File: config.mk
export PLATFORM = sky130hd
export DESIGN_NAME = multi_op_integer_alu
export DESIGN_NICKNAME = d
export VERILOG_FILES = /design/src/rtl/mop_alu_pkg.sv /design/src/rtl/multi_op_integer_alu.sv /design/src/rtl/mop_alu_ctrl.sv /design/src/rtl/mop_alu_dp.sv
export SDC_FILE = /design/constraint.sdc
export NUM_CORES = 2
export LEC_CHECK = 0
export BUFFER_PORTS_ARGS = -buffer_cell sky130_fd_sc_hd__buf_2
export CAP_MARGIN = 20
export CORE_ASPECT_RATIO = 1.5
export CORE_UTILIZATION = 58
export CTS_CLUSTER_SIZE = 10
export DETAILED_ROUTE_END_ITERATION = 12
export PLACE_DENSITY = 0.75
export SYNTH_ARGS = -nofsm -noshare
export SYNTH_HDL_FRONTEND = slang
export SYNTH_SLANG_ARGS = --single-unit
File: constraint.sdc
create_clock -name clk_i -period 12.1 [get_ports clk_i]
set_input_delay 1.21 -clock clk_i [delete_from_list [all_inputs] [get_ports clk_i]]
set_output_delay 1.21 -clock clk_i [all_outputs]
set_load 0.01 [all_outputs]
File: src/rtl/mop_alu_pkg.sv
`timescale 1ns / 1ps

package mop_alu_pkg;

  localparam int unsigned FractionBits = 16;
  localparam int unsigned OperandBits  = 32;
  localparam int unsigned ResultBits   = 64;
  localparam int unsigned WidthBits    = 6;
  localparam int unsigned CountBits    = 7;
  localparam int unsigned DividendBits = OperandBits + FractionBits;

  // factorial of this value or more has at least 64 factors of two
  localparam logic [OperandBits-1:0] FactZeroFrom = 32'd66;

  localparam logic [WidthBits-1:0] WidthReset = 6'd4;

  localparam logic [CountBits-1:0] MulSteps = CountBits'(OperandBits);
  localparam logic [CountBits-1:0] DivSteps = CountBits'(DividendBits);

  typedef enum logic [2:0] {
    OP_ADD  = 3'd0,
    OP_SUB  = 3'd1,
    OP_MUL  = 3'd2,
    OP_DIV  = 3'd3,
    OP_FACT = 3'd4
  } op_e;

  typedef struct packed {
    logic [2:0]             op;
    logic [OperandBits-1:0] operand_a;
    logic [OperandBits-1:0] operand_b;
  } req_t;

  typedef struct packed {
    logic [ResultBits-1:0]  full_result;
    logic [OperandBits-1:0] width_result;
    logic                   negative;
    logic                   divide_by_zero;
    logic                   above_32_bits;
    logic                   operand_too_wide;
  } res_t;

  // controller to datapath
  typedef struct packed {
    logic load;
    logic step;
    logic finish;
  } cmd_t;

  // datapath to controller
  typedef struct packed {
    logic last;
  } stat_t;

  // mask for the configured width, zero acts as one, above 32 acts as 32
  function automatic logic [OperandBits-1:0] width_mask(logic [WidthBits-1:0] w);
    logic [OperandBits-1:0] m;
    m = '1;
    if (w == '0) begin
      m = OperandBits'(1);
    end else if (w < WidthBits'(OperandBits)) begin
      m = (OperandBits'(1) << w) - OperandBits'(1);
    end
    return m;
  endfunction

endpackage

File: src/rtl/multi_op_integer_alu.sv
`timescale 1ns / 1ps
// an accepted transaction loads its operands, runs its steps, then registers the result and raises the result strobe
// steps: add, subtract, unknown code, divide by zero, factorial of 0, 1 or >= 66: none;
// multiply 32 (shift-and-add), divide 48 (restoring), factorial n - 1 (one 64x7 multiply each)
// one transaction in flight; the next start is taken the cycle the result strobe shows
// result stays on res_o until the next result; valid_o is high for one cycle; the receiver cannot stall it
// async active-low reset: controller idle, no strobe, operand width back to 4

module multi_op_integer_alu (
  input  logic                              clk_i,
  input  logic                              rst_ni,
  // command side
  input  logic                              start,
  output logic                              busy,
  input  mop_alu_pkg::req_t                 req_i,
  // result side
  output logic                              valid_o,
  output mop_alu_pkg::res_t                 res_o,
  // operand width register
  input  logic                              cfg_we_i,
  input  logic [mop_alu_pkg::WidthBits-1:0] cfg_wdata_i
);

  // command and status between controller and datapath
  mop_alu_pkg::cmd_t  cmd;
  mop_alu_pkg::stat_t stat;

  // controller: idle until start, then steps the datapath until its count runs out
  mop_alu_ctrl u_ctrl (
    .clk_i  (clk_i),
    .rst_ni (rst_ni),
    .start  (start),
    .busy   (busy),
    .stat_i (stat),
    .cmd_o  (cmd)
  );

  // datapath: operand capture, iterative multiply / divide / factorial, result register
  mop_alu_dp u_dp (
    .clk_i       (clk_i),
    .rst_ni      (rst_ni),
    .cfg_we_i    (cfg_we_i),
    .cfg_wdata_i (cfg_wdata_i),
    .req_i       (req_i),
    .cmd_i       (cmd),
    .stat_o      (stat),
    .valid_o     (valid_o),
    .res_o       (res_o)
  );

endmodule

File: src/rtl/mop_alu_ctrl.sv
`timescale 1ns / 1ps

module mop_alu_ctrl (
  input  logic                clk_i,
  input  logic                rst_ni,
  input  logic                start,
  output logic                busy,
  input  mop_alu_pkg::stat_t  stat_i,
  output mop_alu_pkg::cmd_t   cmd_o
);

  typedef enum logic [1:0] {
    ST_IDLE = 2'b01,
    ST_RUN  = 2'b10
  } state_e;

  state_e state_q, state_d;

  always_comb begin
    state_d = state_q;
    cmd_o   = '0;
    unique case (state_q)
      ST_IDLE: begin
        if (start) begin
          cmd_o.load = 1'b1;
          state_d    = ST_RUN;
        end
      end
      ST_RUN: begin
        if (stat_i.last) begin
          cmd_o.finish = 1'b1;
          state_d      = ST_IDLE;
        end else begin
          cmd_o.step = 1'b1;
        end
      end
      default: begin
        state_d = ST_IDLE;
      end
    endcase
  end

  assign busy = (state_q != ST_IDLE);

  always_ff @(posedge clk_i or negedge rst_ni) begin
    if (!rst_ni) begin
      state_q <= ST_IDLE;
    end else begin
      state_q <= state_d;
    end
  end

endmodule

File: src/rtl/mop_alu_dp.sv
`timescale 1ns / 1ps

module mop_alu_dp (
  input  logic                                 clk_i,
  input  logic                                 rst_ni,
  input  logic                                 cfg_we_i,
  input  logic [mop_alu_pkg::WidthBits-1:0]    cfg_wdata_i,
  input  mop_alu_pkg::req_t                    req_i,
  input  mop_alu_pkg::cmd_t                    cmd_i,
  output mop_alu_pkg::stat_t                   stat_o,
  output logic                                 valid_o,
  output mop_alu_pkg::res_t                    res_o
);

  localparam int unsigned OB = mop_alu_pkg::OperandBits;
  localparam int unsigned RB = mop_alu_pkg::ResultBits;
  localparam int unsigned CB = mop_alu_pkg::CountBits;
  localparam int unsigned DB = mop_alu_pkg::DividendBits;

  logic [mop_alu_pkg::WidthBits-1:0] width_q;
  logic [2:0]    op_q, op_d;
  logic [OB-1:0] b_q, b_d;
  logic [RB-1:0] acc_q, acc_d;
  logic [RB-1:0] shf_q, shf_d;
  logic [OB:0]   rem_q, rem_d;
  logic [CB-1:0] cnt_q, cnt_d;
  logic          neg_q, neg_d;
  logic          dz_q, dz_d;
  logic          wide_q, wide_d;
  logic          valid_q;
  mop_alu_pkg::res_t res_q, res_d;

  logic [OB-1:0] mask;
  logic [OB:0]   rem_sh;
  logic          rem_ge;
  logic [CB-1:0] fact_k;
  logic [RB+CB-1:0] fact_prod;
  logic          op_known;

  assign mask = mop_alu_pkg::width_mask(width_q);

  assign rem_sh    = {rem_q[OB-1:0], shf_q[DB-1]};
  assign rem_ge    = (rem_sh >= {1'b0, b_q});
  assign fact_k    = cnt_q + CB'(1);
  assign fact_prod = acc_q * fact_k;

  assign op_known = (req_i.op == mop_alu_pkg::OP_ADD) || (req_i.op == mop_alu_pkg::OP_SUB) ||
                    (req_i.op == mop_alu_pkg::OP_MUL) || (req_i.op == mop_alu_pkg::OP_DIV) ||
                    (req_i.op == mop_alu_pkg::OP_FACT);

  always_comb begin
    op_d   = op_q;
    b_d    = b_q;
    acc_d  = acc_q;
    shf_d  = shf_q;
    rem_d  = rem_q;
    cnt_d  = cnt_q;
    neg_d  = neg_q;
    dz_d   = dz_q;
    wide_d = wide_q;

    if (cmd_i.load) begin
      op_d   = req_i.op;
      b_d    = req_i.operand_b;
      acc_d  = '0;
      shf_d  = '0;
      rem_d  = '0;
      cnt_d  = '0;
      neg_d  = 1'b0;
      dz_d   = 1'b0;
      wide_d = op_known && ((req_i.operand_a > mask) ||
               ((req_i.op != mop_alu_pkg::OP_FACT) && (req_i.operand_b > mask)));
      case (req_i.op)
        mop_alu_pkg::OP_ADD: begin
          acc_d = {{(RB-OB){1'b0}}, req_i.operand_a + req_i.operand_b};
        end
        mop_alu_pkg::OP_SUB: begin
          acc_d = {{(RB-OB){1'b0}}, req_i.operand_a} - {{(RB-OB){1'b0}}, req_i.operand_b};
          neg_d = (req_i.operand_a < req_i.operand_b);
        end
        mop_alu_pkg::OP_MUL: begin
          shf_d = {{(RB-OB){1'b0}}, req_i.operand_a};
          cnt_d = mop_alu_pkg::MulSteps;
        end
        mop_alu_pkg::OP_DIV: begin
          if (req_i.operand_b == '0) begin
            dz_d = 1'b1;
          end else begin
            shf_d = {{(RB-DB){1'b0}}, req_i.operand_a, {mop_alu_pkg::FractionBits{1'b0}}};
            cnt_d = mop_alu_pkg::DivSteps;
          end
        end
        mop_alu_pkg::OP_FACT: begin
          if (req_i.operand_a >= mop_alu_pkg::FactZeroFrom) begin
            acc_d = '0;
          end else begin
            acc_d = RB'(1);
            if (req_i.operand_a >= OB'(2)) begin
              cnt_d = CB'(req_i.operand_a - OB'(1));
            end
          end
        end
        default: begin
          acc_d = '0;
        end
      endcase
    end else if (cmd_i.step) begin
      cnt_d = cnt_q - CB'(1);
      case (op_q)
        mop_alu_pkg::OP_MUL: begin
          if (b_q[0]) begin
            acc_d = acc_q + shf_q;
          end
          shf_d = {shf_q[RB-2:0], 1'b0};
          b_d   = {1'b0, b_q[OB-1:1]};
        end
        mop_alu_pkg::OP_DIV: begin
          rem_d = rem_ge ? (rem_sh - {1'b0, b_q}) : rem_sh;
          shf_d = {shf_q[RB-2:0], 1'b0};
          acc_d = {acc_q[RB-2:0], rem_ge};
        end
        mop_alu_pkg::OP_FACT: begin
          // multiply by n, n-1, ... down to 2
          acc_d = fact_prod[RB-1:0];
        end
        default: begin
          cnt_d = '0;
        end
      endcase
    end
  end

  always_comb begin
    res_d                  = res_q;
    if (cmd_i.finish) begin
      res_d.full_result      = acc_q;
      res_d.width_result     = acc_q[OB-1:0] & mask;
      res_d.negative         = neg_q;
      res_d.divide_by_zero   = dz_q;
      res_d.above_32_bits    = (op_q == mop_alu_pkg::OP_FACT) && (acc_q[RB-1:OB] != '0);
      res_d.operand_too_wide = wide_q;
    end
  end

  assign stat_o.last = (cnt_q == '0);
  assign valid_o     = valid_q;
  assign res_o       = res_q;

  always_ff @(posedge clk_i or negedge rst_ni) begin
    if (!rst_ni) begin
      width_q <= mop_alu_pkg::WidthReset;
      valid_q <= 1'b0;
      cnt_q   <= '0;
    end else begin
      if (cfg_we_i) begin
        width_q <= cfg_wdata_i;
      end
      valid_q <= cmd_i.finish;
      cnt_q   <= cnt_d;
    end
  end

  always_ff @(posedge clk_i) begin
    op_q   <= op_d;
    b_q    <= b_d;
    acc_q  <= acc_d;
    shf_q  <= shf_d;
    rem_q  <= rem_d;
    neg_q  <= neg_d;
    dz_q   <= dz_d;
    wide_q <= wide_d;
    res_q  <= res_d;
  end

endmodule
==> metrics.md <==
| Metric | Value |
|---|---|
| Max clock buf depth | 3 |
| Pins Over Slew Limit | 0 |
| Die outline width | around 210 microns |
| Worst path top cell family by delay | adder cells |
| Overall track demand over capacity in global routing | 0.373 |
| Clock buffer count from CTS | 40 |
| Total of cells resized after clock tree synthesis | 0 |
| Type of the worst min-delay path | reg -> reg |
| Startpoint of the most critical setup path | u_dp.cnt_q[0]$_DFFE_PN0P_ |
| Startpoint of the worst-slack reg-to-reg timing path | u_dp.cnt_q[0]$_DFFE_PN0P_ |
| Die height | around 310 microns |
| Most instantiated flip-flop cell in the synthesis netlist | sky130_fd_sc_hd__edfxtp_1 |
| Global placer's final weighted congestion | 1.02 |
| Number of different library cells in the post-synthesis netlist | 96 |
| Total vias in the final route | 33,100 |
| Detailed Route WL | roughly 120,000 microns |
| Top fanout value on the critical path | 34 |
| Growth of design area from synthesis to finish | 7.58% |
| Ordered cell list for the critical path | ha_1 -> nand2_1 -> nor2_1 -> xor2_4 -> buf_4 -> and2_1 -> fa_1 -> fa_1 -> fa_1 -> inv_1 -> fa_1 -> inv_1 -> ha_1 -> a21o_1 -> or3_1 -> o211ai_4 -> o21ai_1 -> a211oi_1 -> nor2_1 -> or4b_1 -> a41oi_1 -> a311oi_1 -> mux2i_1 -> a41oi_1 |
| Final Hold Fails | 0 |
| Number of warnings printed during yosys synthesis | 0 |
| Worst setup path category | reg -> reg |
| Final setup violation count | 0 |
| Top cell type's share of synthesized area | 0.215 |
| Number of core rows | about 110 |
| Placed Instances | 5,071 |
| Largest net degree at the start of global routing | 86 |
| Post-layout worst setup margin | between 3 and 4 ns |
| Arr. time, crit path | 8.92 ns |
| Post-synthesis cell count | approximately 4,200 |
| Starting density of the core | 0.587 |
| Area of the die | ~65,000 sq um |
| Count of hold buffers inserted by post-cts repair | 0 |
| Pre-CTS setup slack | between 3 and 4 ns |
| HP Start | u_dp.neg_q$_SDFFCE_PN0P_ |
| Data required time of the critical path | around 12 ns |
| Setup total negative slack | 0 ns |
| Asr flop ratio synth | 0.0510 |
| Post-synth design cell area | 37,100 sq um |
| Total grt overflow | 0 |
| Flip-flop and latch count after synthesis | ~310 |
| Core area | 63,200 sq um |
| Most frequent cell after synthesis | sky130_fd_sc_hd__inv_1 |
| Syn avg cell area | slightly below 9 sq um |
| Time the final worst path needs with I/O delays and setup | roughly 8.6 ns |
| Final nets | around 5,000 |
| Critical Path Most Common Cell | sky130_fd_sc_hd__fa_1 |
| Max Fclk | about 120 MHz |
| Max-cap violation count | 0 |
| Synth top area cells | sky130_fd_sc_hd__edfxtp_1 22%, sky130_fd_sc_hd__fa_1 16%, sky130_fd_sc_hd__ha_1 10% |
| Clock slew seen by the registers of the worst setup and hold paths | ~0.06 ns |
| Avg WL per Cell | 23.5 microns |
| EDFF count, synth | approximately 270 |
| DP HPWL | 90,100 microns |
| Delay of the slowest cell on the worst path | between 0.8 and 0.9 ns |
| Total setup buffers inserted after CTS | 0 |
| RSZ-0062 raised after global routing | false |
| DRC violations left | 0 |
| Crit path capture type | register |
| Max transition margin | 0.221 |
| Post-detailed-route count of antenna-violating nets | 0 |
| Synth area leader | sky130_fd_sc_hd__edfxtp_1 |
| Global-route wire length before repair | around 190,000 microns |
| Total number of clock tree sinks | between 300 and 400 |
| Post-route insts no fill | roughly 5,100 |
| Actual transition at the worst max-transition pin | roughly 1.2 ns |
| Fin crit share | 0.712 |
| Ports placed on the boundary | approximately 180 |
| Vias per cell | approximately 6.4 |
| Insertion delay to the later sink of the worst-skew pair | about 0.60 ns |
| Run status | finished clean |
| Htree depth | 2 |
| Worst Path Buf+Inv | 3 |
| Antenna violations before repair | 3 |
| Clock tree from TritonCTS | yes |
| Number of global-route vias before repair | between 30,000 and 40,000 |
| Initial DRC Count | 2,979 |
| Root buffer cell | sky130_fd_sc_hd__clkbuf_16 |
| Post-Route Skew | 0.0279 ns |
| Number of input and output port buffers inserted | 178 |
| Leading cell types by count after synthesis | 464 x sky130_fd_sc_hd__inv_1, 411 x sky130_fd_sc_hd__nand2_1, 316 x sky130_fd_sc_hd__and2_1 |
| Drt first pass iters | 6 |
| Fraction of layout cells with a size suffix above 1 | 0.0773 |
| Nature of the critical path startpoint | register |
| Sequential cell area fraction in the yosys report | 0.244 |
| Critical path's slowest cell | sky130_fd_sc_hd__xor2_4 |
## worst paths after layout
check / to / slack (ns) / cells after the start
worst max-delay path: u_dp.acc_q[60]$_DFFE_PP_ / 3.48 / 24
worst min-delay path: u_dp.res_o[3]$_DFFE_PP_ / 0.43 / 0
worst max register to register: u_dp.acc_q[60]$_DFFE_PP_ / 3.48 / 24
worst min register to register: u_dp.res_o[3]$_DFFE_PP_ / 0.43 / 0
max in group asynchronous: u_dp.cnt_q[3]$_DFFE_PN0P_ / 11.09 / 1
min in group asynchronous: u_dp.width_q[5]$_DFFE_PN0P_ / 0.62 / 1
## cell families after synthesis
family	count (synthesis)	synth area share
compound gates	1108	0.199
simple gates	1373	0.183
buf+inv	667	0.0681
xor+xnor	166	0.0392
fa+ha+maj	594	0.260
mux	22	0.00614
flops	314	0.244
other cells	1	0.000101
## per-layer routing
metal	vias to the layer above	GRT usage	wire (microns)
met3	427	0.0523	9760
met2	1610	0.617	57200
met5	-	0	24
met4	4	0.253	8830
li1	14900	-	-
met1	16100	0.452	44700
## registers in the layout (all words and copies together), names as in the netlist
name	cells
u_ctrl.state_q	2
u_dp.valid_o	1
u_dp.wide_q	1
u_dp.dz_q	1
u_dp.width_q	6
u_dp.shf_q	64
u_dp.acc_q	64
u_dp.cnt_q	7
u_dp.res_o	100
u_dp.neg_q	1
u_dp.op_q	3
u_dp.b_q	32
u_dp.rem_q	32
## area by class of cell
cell class	count	area [sq um]
multi-input cells	3265	25700
fillers	5471	23300
flip-flops and latches	314	9030
inverters	468	1760
repair buffers	219	1210
clock buffers	56	1100
well taps	805	1010
clock inverters	10	110
diodes	1	2.50
## stage by stage
stage | hold slack [ns] | utilization | instance area (sq um)
floorplan | 0.400 | - | 37100
global placement | 0.410 | 0.612 | 38700
detailed placement | 0.411 | 0.612 | 38700
CTS | 0.436 | 0.631 | 39900
global route | 0.451 | 0.631 | 39900
finish | 0.431 | 0.631 | 39900
## placed cells by master (no fill, tap or decap), types with 42 or more instances in the layout
master                      instances
sky130_fd_sc_hd__xor2_1            58
sky130_fd_sc_hd__nor2_1           268
sky130_fd_sc_hd__edfxtp_1         266
sky130_fd_sc_hd__nand4_1           53
sky130_fd_sc_hd__a21oi_1          295
sky130_fd_sc_hd__o21ai_0          230
sky130_fd_sc_hd__nor3_1            54
sky130_fd_sc_hd__clkbuf_16         42
sky130_fd_sc_hd__a221oi_1          73
sky130_fd_sc_hd__nand3_1           69
sky130_fd_sc_hd__o21bai_1          48
sky130_fd_sc_hd__a21o_1           103
sky130_fd_sc_hd__xnor2_1          103
sky130_fd_sc_hd__nor2b_1           56
sky130_fd_sc_hd__ha_1             297
sky130_fd_sc_hd__buf_2            178
sky130_fd_sc_hd__nand2_1          411
sky130_fd_sc_hd__fa_1             296
sky130_fd_sc_hd__inv_1            464
sky130_fd_sc_hd__and2_1           314
Power is not shown: default switching activity piles up to over one toggle a cycle in this logic, so the estimate is an artifact.
